==> src/rtl/core/tts_pkg.sv <==
// Shared types, codes and constants for the timed task slot scheduler.
`default_nettype none

package tts_pkg;

	localparam int NUM_SLOTS = 8;
	localparam int SLOT_W    = (NUM_SLOTS > 1) ? $clog2(NUM_SLOTS) : 1;
	localparam int MAX_OUT   = 8;
	localparam int CNT_W     = $clog2(MAX_OUT);

	// request codes
	localparam logic [1:0] REQ_ADD      = 2'd0;
	localparam logic [1:0] REQ_DELETE   = 2'd1;
	localparam logic [1:0] REQ_TICK     = 2'd2;
	localparam logic [1:0] REQ_DISPATCH = 2'd3;

	// result codes
	localparam logic [2:0] KIND_ADDED     = 3'd0;
	localparam logic [2:0] KIND_FULL      = 3'd1;
	localparam logic [2:0] KIND_DELETED   = 3'd2;
	localparam logic [2:0] KIND_NOT_FOUND = 3'd3;
	localparam logic [2:0] KIND_TICKED    = 3'd4;
	localparam logic [2:0] KIND_DUE       = 3'd5;
	localparam logic [2:0] KIND_NONE_DUE  = 3'd6;

	typedef struct packed {
		logic [1:0]  req_type;
		logic [31:0] delay_ticks;
		logic [31:0] period_ticks;
		logic [15:0] task_handle;
		logic [7:0]  slot_id;
	} req_t;

	typedef struct packed {
		logic [2:0]  result_kind;
		logic [2:0]  slot_index;
		logic [15:0] due_handle;
		logic        last;
	} rsp_t;

	// controller -> datapath
	typedef struct packed {
		logic       load;
		logic       adv;
		logic       add_wr;
		logic       take;
		logic       tick;
		logic       del;
		logic       push;
		logic [2:0] kind;
		logic       last;
	} cmd_t;

	// datapath -> controller
	typedef struct packed {
		logic [1:0] req_type;
		logic       free;
		logic       hit;
		logic       idx_last;
		logic       cnt_last;
		logic       pend_valid;
		logic       can_push;
		logic       del_ok;
	} sts_t;

	// slot number as carried on the result: low three bits only
	function automatic logic [2:0] slot_out(input logic [SLOT_W-1:0] s);
		logic [31:0] w;
		w = 32'(s);
		return w[2:0];
	endfunction

endpackage

`default_nettype wire

==> src/rtl/core/timed_task_slot_scheduler.sv <==
// Top level of the timed task slot scheduler: FSM plus slot datapath.
// Sequence: tick and delete give their single item from ST_ONE; add scans for a free
//   slot (the free-slot scan reads one slot a cycle), then waits for the result register;
//   dispatch scans for due slots, one slot per cycle unless a held result cannot be pushed.
// Throughput: one request in flight; the next is taken once the last result is registered.
// Reset: arst_n clears time, slot active bits and control; slot contents need no reset.
`default_nettype none

module timed_task_slot_scheduler (
	input  wire logic          clk,
	input  wire logic          arst_n,
	// request channel
	input  wire logic          req_valid,
	output logic               req_stall,
	input  wire tts_pkg::req_t req,
	// result channel
	output logic               rsp_valid,
	input  wire logic          rsp_stall,
	output tts_pkg::rsp_t      rsp
);

	tts_pkg::cmd_t cmd;
	tts_pkg::sts_t sts;

	// Controller walks the table one slot per cycle for add, and for dispatch unless
	// a held result cannot be pushed. During dispatch one due slot is held back so
	// that its last flag is known once the scan shows whether any later slot is due.
	tts_ctrl u_ctrl (
		.clk       (clk),
		.arst_n    (arst_n),
		.req_valid (req_valid),
		.req_type  (req.req_type),
		.sts       (sts),
		.cmd       (cmd),
		.req_stall (req_stall)
	);

	// Datapath: slot table, time counter and the result register that
	// decouples the scan from a stalled consumer.
	tts_dp u_dp (
		.clk       (clk),
		.arst_n    (arst_n),
		.req       (req),
		.cmd       (cmd),
		.rsp_stall (rsp_stall),
		.sts       (sts),
		.rsp_valid (rsp_valid),
		.rsp       (rsp)
	);

	// Only dispatch can give more than one item per request.
	a_notlast_is_due: assert property (@(posedge clk) disable iff (!arst_n)
		(rsp_valid && !rsp.last) |-> (rsp.result_kind == tts_pkg::KIND_DUE))
		else $error("non-final result is not a due task");

	// An accepted request blocks the next until its results are done.
	a_busy_after_accept: assert property (@(posedge clk) disable iff (!arst_n)
		(req_valid && !req_stall) |=> req_stall)
		else $error("request port free straight after acceptance");

	// Results that carry no slot carry zero in slot and handle.
	a_empty_fields: assert property (@(posedge clk) disable iff (!arst_n)
		(rsp_valid && (rsp.result_kind == tts_pkg::KIND_FULL ||
			rsp.result_kind == tts_pkg::KIND_NOT_FOUND ||
			rsp.result_kind == tts_pkg::KIND_TICKED ||
			rsp.result_kind == tts_pkg::KIND_NONE_DUE))
		|-> (rsp.slot_index == 3'd0 && rsp.due_handle == 16'd0))
		else $error("empty result carries slot or handle");

endmodule

`default_nettype wire

==> src/rtl/core/tts_ctrl.sv <==
// Sequencing FSM for the timed task slot scheduler.
`default_nettype none

module tts_ctrl (
	input  wire logic          clk,
	input  wire logic          arst_n,
	input  wire logic          req_valid,
	input  wire logic [1:0]    req_type,
	input  wire tts_pkg::sts_t sts,
	output tts_pkg::cmd_t      cmd,
	output logic               req_stall
);

	typedef enum logic [2:0] {
		ST_IDLE,
		ST_ONE,
		ST_ADD,
		ST_DISP,
		ST_FIN
	} state_t;

	state_t state_q;
	state_t state_d;

	assign req_stall = (state_q != ST_IDLE);

	always_comb begin
		cmd     = '0;
		state_d = state_q;
		case (state_q)
			ST_IDLE: begin
				if (req_valid) begin
					cmd.load = 1'b1;
					case (req_type)
						tts_pkg::REQ_ADD:      state_d = ST_ADD;
						tts_pkg::REQ_DISPATCH: state_d = ST_DISP;
						default:               state_d = ST_ONE;
					endcase
				end
			end
			ST_ONE: begin
				if (sts.can_push) begin
					cmd.push = 1'b1;
					cmd.last = 1'b1;
					if (sts.req_type == tts_pkg::REQ_TICK) begin
						cmd.tick = 1'b1;
						cmd.kind = tts_pkg::KIND_TICKED;
					end else if (sts.del_ok) begin
						cmd.del  = 1'b1;
						cmd.kind = tts_pkg::KIND_DELETED;
					end else begin
						cmd.kind = tts_pkg::KIND_NOT_FOUND;
					end
					state_d = ST_IDLE;
				end
			end
			ST_ADD: begin
				if (sts.free) begin
					if (sts.can_push) begin
						cmd.add_wr = 1'b1;
						cmd.push   = 1'b1;
						cmd.kind   = tts_pkg::KIND_ADDED;
						cmd.last   = 1'b1;
						state_d    = ST_IDLE;
					end
				end else if (sts.idx_last) begin
					if (sts.can_push) begin
						cmd.push = 1'b1;
						cmd.kind = tts_pkg::KIND_FULL;
						cmd.last = 1'b1;
						state_d  = ST_IDLE;
					end
				end else begin
					cmd.adv = 1'b1;
				end
			end
			ST_DISP: begin
				if (sts.hit) begin
					// a held result goes out, not last, as the next due slot is taken
					if (!sts.pend_valid || sts.can_push) begin
						cmd.take = 1'b1;
						if (sts.pend_valid) begin
							cmd.push = 1'b1;
							cmd.kind = tts_pkg::KIND_DUE;
						end
						if (sts.idx_last || sts.cnt_last) begin
							state_d = ST_FIN;
						end else begin
							cmd.adv = 1'b1;
						end
					end
				end else if (sts.idx_last) begin
					state_d = ST_FIN;
				end else begin
					cmd.adv = 1'b1;
				end
			end
			ST_FIN: begin
				if (sts.can_push) begin
					cmd.push = 1'b1;
					cmd.last = 1'b1;
					cmd.kind = sts.pend_valid ? tts_pkg::KIND_DUE : tts_pkg::KIND_NONE_DUE;
					state_d  = ST_IDLE;
				end
			end
			default: state_d = ST_IDLE;
		endcase
	end

	always_ff @(posedge clk or negedge arst_n) begin
		if (!arst_n) begin
			state_q <= ST_IDLE;
		end else begin
			state_q <= state_d;
		end
	end

endmodule

`default_nettype wire

==> src/rtl/core/tts_dp.sv <==
// Slot table, time counter, scan counter and result register.
`default_nettype none

module tts_dp (
	input  wire logic          clk,
	input  wire logic          arst_n,
	input  wire tts_pkg::req_t req,
	input  wire tts_pkg::cmd_t cmd,
	input  wire logic          rsp_stall,
	output tts_pkg::sts_t      sts,
	output logic               rsp_valid,
	output tts_pkg::rsp_t      rsp
);

	localparam int N  = tts_pkg::NUM_SLOTS;
	localparam int SW = tts_pkg::SLOT_W;
	localparam int CW = tts_pkg::CNT_W;

	tts_pkg::req_t   req_q;
	logic [31:0]     now_q;
	logic [N-1:0]    active_q;
	logic [31:0]     due_q [N];
	logic [31:0]     per_q [N];
	logic [15:0]     hdl_q [N];
	logic [SW-1:0]   idx_q;
	logic [CW-1:0]   cnt_q;
	logic            pend_valid_q;
	logic [SW-1:0]   pend_idx_q;
	logic [15:0]     pend_hdl_q;
	logic            rsp_valid_q;
	tts_pkg::rsp_t   rsp_q;

	logic [31:0]     cur_due;
	logic [31:0]     cur_per;
	logic [SW-1:0]   del_sel;
	logic            del_range;
	logic            can_push;
	tts_pkg::rsp_t   rsp_d;

	assign cur_due   = due_q[idx_q];
	assign cur_per   = per_q[idx_q];
	assign del_sel   = req_q.slot_id[SW-1:0];
	assign del_range = (9'(req_q.slot_id) < 9'(N));
	assign can_push  = !rsp_valid_q || !rsp_stall;

	always_comb begin
		sts            = '0;
		sts.req_type   = req_q.req_type;
		sts.free       = !active_q[idx_q];
		sts.hit        = active_q[idx_q] && (cur_due <= now_q);
		sts.idx_last   = (idx_q == SW'(N - 1));
		sts.cnt_last   = (cnt_q == CW'(tts_pkg::MAX_OUT - 1));
		sts.pend_valid = pend_valid_q;
		sts.can_push   = can_push;
		sts.del_ok     = del_range && active_q[del_sel];
	end

	always_comb begin
		rsp_d             = '0;
		rsp_d.result_kind = cmd.kind;
		rsp_d.last        = cmd.last;
		case (cmd.kind)
			tts_pkg::KIND_ADDED: begin
				rsp_d.slot_index = tts_pkg::slot_out(idx_q);
				rsp_d.due_handle = req_q.task_handle;
			end
			tts_pkg::KIND_DELETED: begin
				rsp_d.slot_index = req_q.slot_id[2:0];
			end
			tts_pkg::KIND_DUE: begin
				rsp_d.slot_index = tts_pkg::slot_out(pend_idx_q);
				rsp_d.due_handle = pend_hdl_q;
			end
			default: begin
				rsp_d.slot_index = 3'd0;
				rsp_d.due_handle = 16'd0;
			end
		endcase
	end

	// control state
	always_ff @(posedge clk or negedge arst_n) begin
		if (!arst_n) begin
			now_q        <= 32'd0;
			active_q     <= '0;
			idx_q        <= '0;
			cnt_q        <= '0;
			pend_valid_q <= 1'b0;
			rsp_valid_q  <= 1'b0;
		end else begin
			if (cmd.load) begin
				idx_q        <= '0;
				cnt_q        <= '0;
				pend_valid_q <= 1'b0;
			end
			if (cmd.adv) begin
				idx_q <= idx_q + SW'(1);
			end
			if (cmd.tick) begin
				now_q <= now_q + 32'd1;
			end
			if (cmd.del) begin
				active_q[del_sel] <= 1'b0;
			end
			if (cmd.add_wr) begin
				active_q[idx_q] <= 1'b1;
			end
			if (cmd.take) begin
				cnt_q        <= cnt_q + CW'(1);
				pend_valid_q <= 1'b1;
				if (cur_per == 32'd0) begin
					active_q[idx_q] <= 1'b0;
				end
			end
			if (cmd.push) begin
				rsp_valid_q <= 1'b1;
			end else if (!rsp_stall) begin
				rsp_valid_q <= 1'b0;
			end
		end
	end

	// payload
	always_ff @(posedge clk) begin
		if (cmd.load) begin
			req_q <= req;
		end
		if (cmd.add_wr) begin
			due_q[idx_q] <= now_q + req_q.delay_ticks;
			per_q[idx_q] <= req_q.period_ticks;
			hdl_q[idx_q] <= req_q.task_handle;
		end
		if (cmd.take) begin
			pend_idx_q <= idx_q;
			pend_hdl_q <= hdl_q[idx_q];
			if (cur_per != 32'd0) begin
				due_q[idx_q] <= cur_due + cur_per;
			end
		end
		if (cmd.push) begin
			rsp_q <= rsp_d;
		end
	end

	assign rsp_valid = rsp_valid_q;
	assign rsp       = rsp_q;

endmodule

`default_nettype wire
==> config.mk <==
export PLATFORM = sky130hd
export DESIGN_NAME = timed_task_slot_scheduler
export DESIGN_NICKNAME = d
export VERILOG_FILES = /design/src/rtl/core/tts_pkg.sv /design/src/rtl/core/timed_task_slot_scheduler.sv /design/src/rtl/core/tts_ctrl.sv /design/src/rtl/core/tts_dp.sv
export SDC_FILE = /design/constraint.sdc
export NUM_CORES = 1
export LEC_CHECK = 0
export ABC_AREA = 1
export BUFFER_PORTS_ARGS = -buffer_cell sky130_fd_sc_hd__buf_2
export CORE_ASPECT_RATIO = 0.5
export CORE_MARGIN = 3
export CORE_UTILIZATION = 67
export DETAILED_ROUTE_END_ITERATION = 6
export PLACE_DENSITY_LB_ADDON = 0.12
export SYNTH_ARGS = -nofsm -noshare
export SYNTH_HDL_FRONTEND = slang
export SYNTH_SLANG_ARGS = --single-unit
export TNS_END_PERCENT = 30
==> constraint.sdc <==
create_clock -name clk -period 10.5 [get_ports clk]
set_input_delay 1.05 -clock clk [delete_from_list [all_inputs] [get_ports clk]]
set_output_delay 1.05 -clock clk [all_outputs]
set_load 0.02 [all_outputs]
==> flow_summary.ini <==
[sta]
setup_tns_ns = 0
setup_violations = 0
max_freq_mhz = 145
grt_setup_unrepaired = no
slew_headroom_pct = 27.3
final_hold_viol_count = 0
min_period_over_period_pct = 65.7
fin_skew_ns = 0.0215
drv_slew = 0
worst_slew_pin_slew_ns = 1.08
layout_min_cycle_time_ns = 6.90

[critical_path]
cp-end-kind = register
ff2ff_path_depth = 18
startpoint_type = register
path_cells = nand3_1 -> clkinv_1 -> buf_4 -> a22o_1 -> a221oi_1 -> nand4_1 -> ha_1 -> nand2_1 -> nor2_1 -> nand2_1 -> nor2_1 -> nand2_1 -> nand2_1 -> nand4_2 -> nor2_8 -> nor2_4 -> nor2_4 -> buf_4
required_ns = 10.75
cp_common_cell = nand2_1
critPathMaxStageDelay_ns = 0.84
cp_num_cells = 18
arrival_ns = 7.15
crit_family = simple AND/OR/NAND/NOR gates
critPathMaxFanout = 52
critPathSlowestCell = clkinv_1
criticalPathCategory = register to register
crit_buf_inv = 3

[power_and_ir_drop]
p_leak_nw = 14.8
seq_power_share_pct = 36.9
p_sw_mw = 5.08
p_int_mw = 7.10
p_clk_share_pct = 21.2
ir_drop_mv = 0.189
power-per-cell-area_nw_per_um2 = 309
comb_power_share_pct = 41.9
sw_frac_of_total_pct = 41.7

[finish]
fillers = 3314
fin_area_um2 = 39400
final_core_utilization_pct = 75.3
drive_gt1_share_pct = 10.5
nets = 3306
area_delta_synth_final_pct = 10.4

[drt]
routed_wl_um = 96500
drc_errors = 2
ant_nets = 0
viasPerCell = 6.30
drt-wirelength-per-cell_um = 25.0
dr.pass1.iters = 7
first_iter_violations = 3051
vias = 24400

[logic_synthesis]
syn_inst = 2973
synth_top_area_cell = edfxtp_1
synth_cell_type_count = 51
synth_area_leaders = edfxtp_1 (65%), nand2_1 (8.1%), dfrtp_1 (3.6%)
avgSynthCellArea_um2 = 12.0
netlist.area_leader.share_pct = 64.9
synthArstFlopShare_pct = 6.20
synth-edff-count = 772
synth_seq_cells = 823
synth_seq_area_share_pct = 68.5
synthFlopType = edfxtp_1
netlist_area_um2 = 35700
ys_warn_count = 0
synth_nets = 3169

[hold_path]
hold_path_depth = 2
worstHoldPathType = register to register

[placement]
port_buffers = 118
postPlaceCellArea_um2 = 37200
globalplace.congestion = 1.00
hpwl_um = 63800

[global_route]
grt_pass1_wl_um = 143000
grtUsageTotal_pct = 34.4
grt_pass1_vias = 23400
gr-total-overflow = 0
grt_max_degree = 54
antenna_found_initial = 3

[clock_tree]
clk_pin_slew_ns = 0.07
post-cts-setup-buffer-count = 0
cts_tree = built
htreeDepth = 3
max-clock-path-buffers = 3
cts_hold_buf = 0
cts_buffers = 70
clk_latency_ns = 0.63
clockRootBuffer = clkbuf_16
cts_resized = 0
cts_num_sinks = 823

[outcome]
outcome = complete, but fails checks
violations = DRC

[floorplan]
io_pins = 119
chipHeight_um = 169
dieWidth_um = 333
start_util_pct = 68.2
dieArea_um2 = 56300
coreArea_um2 = 52300
rows = 59

[job]
drv_cap = 0
-- routing by layer --
layer | up-vias | share of wire, % | GRT usage [%]
li1 | 10900 | - | -
met1 | 11800 | 42 | 51.3
met2 | 1514 | 44 | 52.3
met3 | 177 | 12 | 8.44
met4 | 2 | 2.1 | 7.91
met5 | - | 0.013 | 0
-- cell usage after synthesis, types with 16 or more instances --
library cell    n
clkbuf_1       31
a22oi_1        58
edfxtp_1      772
nand4_1        67
nor2_1        183
xnor2_1        17
a21oi_1       203
a221oi_1       37
nand3_1        72
inv_1         174
dfrtp_1        51
a22o_1         40
buf_2          30
ha_1          100
nor3_1         29
o21ai_2        16
o21ai_1        45
o21ai_0        76
buf_1          18
xor2_1         69
nand2_1       775
-- logic make-up after synthesis --
group,share of synthesized area [%]
compound gates,8.96
xor+xnor,2.11
fa+ha+maj,3.61
buf+inv,3.30
flops,68.5
simple gates,13.5
-- final timing paths --
| path | startpoint | to | slack (ns) |
|---|---|---|---|
| worst max-delay path | u_dp.idx_q[0] | u_dp.due_q[5][0] | 3.60 |
| worst min-delay path | u_dp.cnt_q[2] | u_dp.cnt_q[2] | 0.51 |
| worst max register to register | u_dp.idx_q[0] | u_dp.due_q[5][0] | 3.60 |
| worst min register to register | u_dp.cnt_q[2] | u_dp.cnt_q[2] | 0.51 |
| max in group asynchronous | arst_n | u_dp.idx_q[0] | 9.36 |
| min in group asynchronous | arst_n | u_ctrl.state_q[0] | 0.58 |
-- layout make-up --
class | instances | area, µm² | area share [%]
Inverter | 184 | 693 | 1.76
Multi-Input combinational cell | 1872 | 10200 | 25.9
Tap cell | 701 | 877 | 2.22
Timing Repair Buffer | 159 | 911 | 2.31
Clock buffer | 90 | 1910 | 4.84
Antenna cell | 2 | 5.00 | 0.0127
Clock inverter | 36 | 362 | 0.917
Sequential cell | 823 | 24500 | 62.0
-- metrics by stage --
stage / total power, mW / setup slack (ns) / instances / hold slack (ns)
final: 12.2 / 3.60 / 3867 / 0.514
after global routing: 12.7 / 3.21 / 3865 / 0.536
after CTS: 12.0 / 3.79 / 3865 / 0.512
after detailed placement: 9.45 / 3.84 / 3739 / 0.498
after global placement: 9.39 / 3.90 / 3739 / 0.493
after floorplan: 7.69 / 4.54 / 2973 / 0.452
-- tightest hold or removal path, cell delays in order, from the launching register on --
cell	delay (ns)
dfrtp_1	0.34
nand3_1	0.08
nand2_1	0.06
-- flip-flops by register name, indices dropped and copies added, names as in the netlist --
register and cells:
u_dp.req_q 85, u_dp.sts 2, u_dp.pend_valid_q 1, u_dp.rsp_valid 1, u_dp.del_sel 3, u_dp.due_q 256, u_dp.per_q 256, u_dp.rsp 23
u_dp.active_q 8, u_dp.pend_idx_q 3, u_dp.hdl_q 128, u_ctrl.state_q 3, u_dp.pend_hdl_q 16, u_dp.now_q 32, u_dp.cnt_q 3, u_dp.idx_q 3
-- placed cells by master (no fill, tap or decap), drive strengths merged, types with 11 or more instances in the layout --
cell,count
clkbuf,90
a221oi,37
dfrtp,51
nor2,191
xnor2,17
inv,187
o21a,11
o21ai,137
nand3,78
xor2,69
a22oi,58
a21oi,203
clkinv,26
ha,100
edfxtp,772
nand4,68
nor3,31
nand2,778
a31oi,14
a22o,40
buf,159
-- power groups by stage --
stage,Sequential (mW),Clock [mW],Combinational [mW]
3_3_place_gp,4.54,0,4.85
2_1_floorplan,4.56,0,3.13
3_5_place_dp,4.56,0,4.89
4_1_cts,4.49,2.60,4.93
6_report,4.49,2.58,5.10
5_1_grt,4.52,2.73,5.48
No activity file was read; power rests on OpenSTA's default activity.
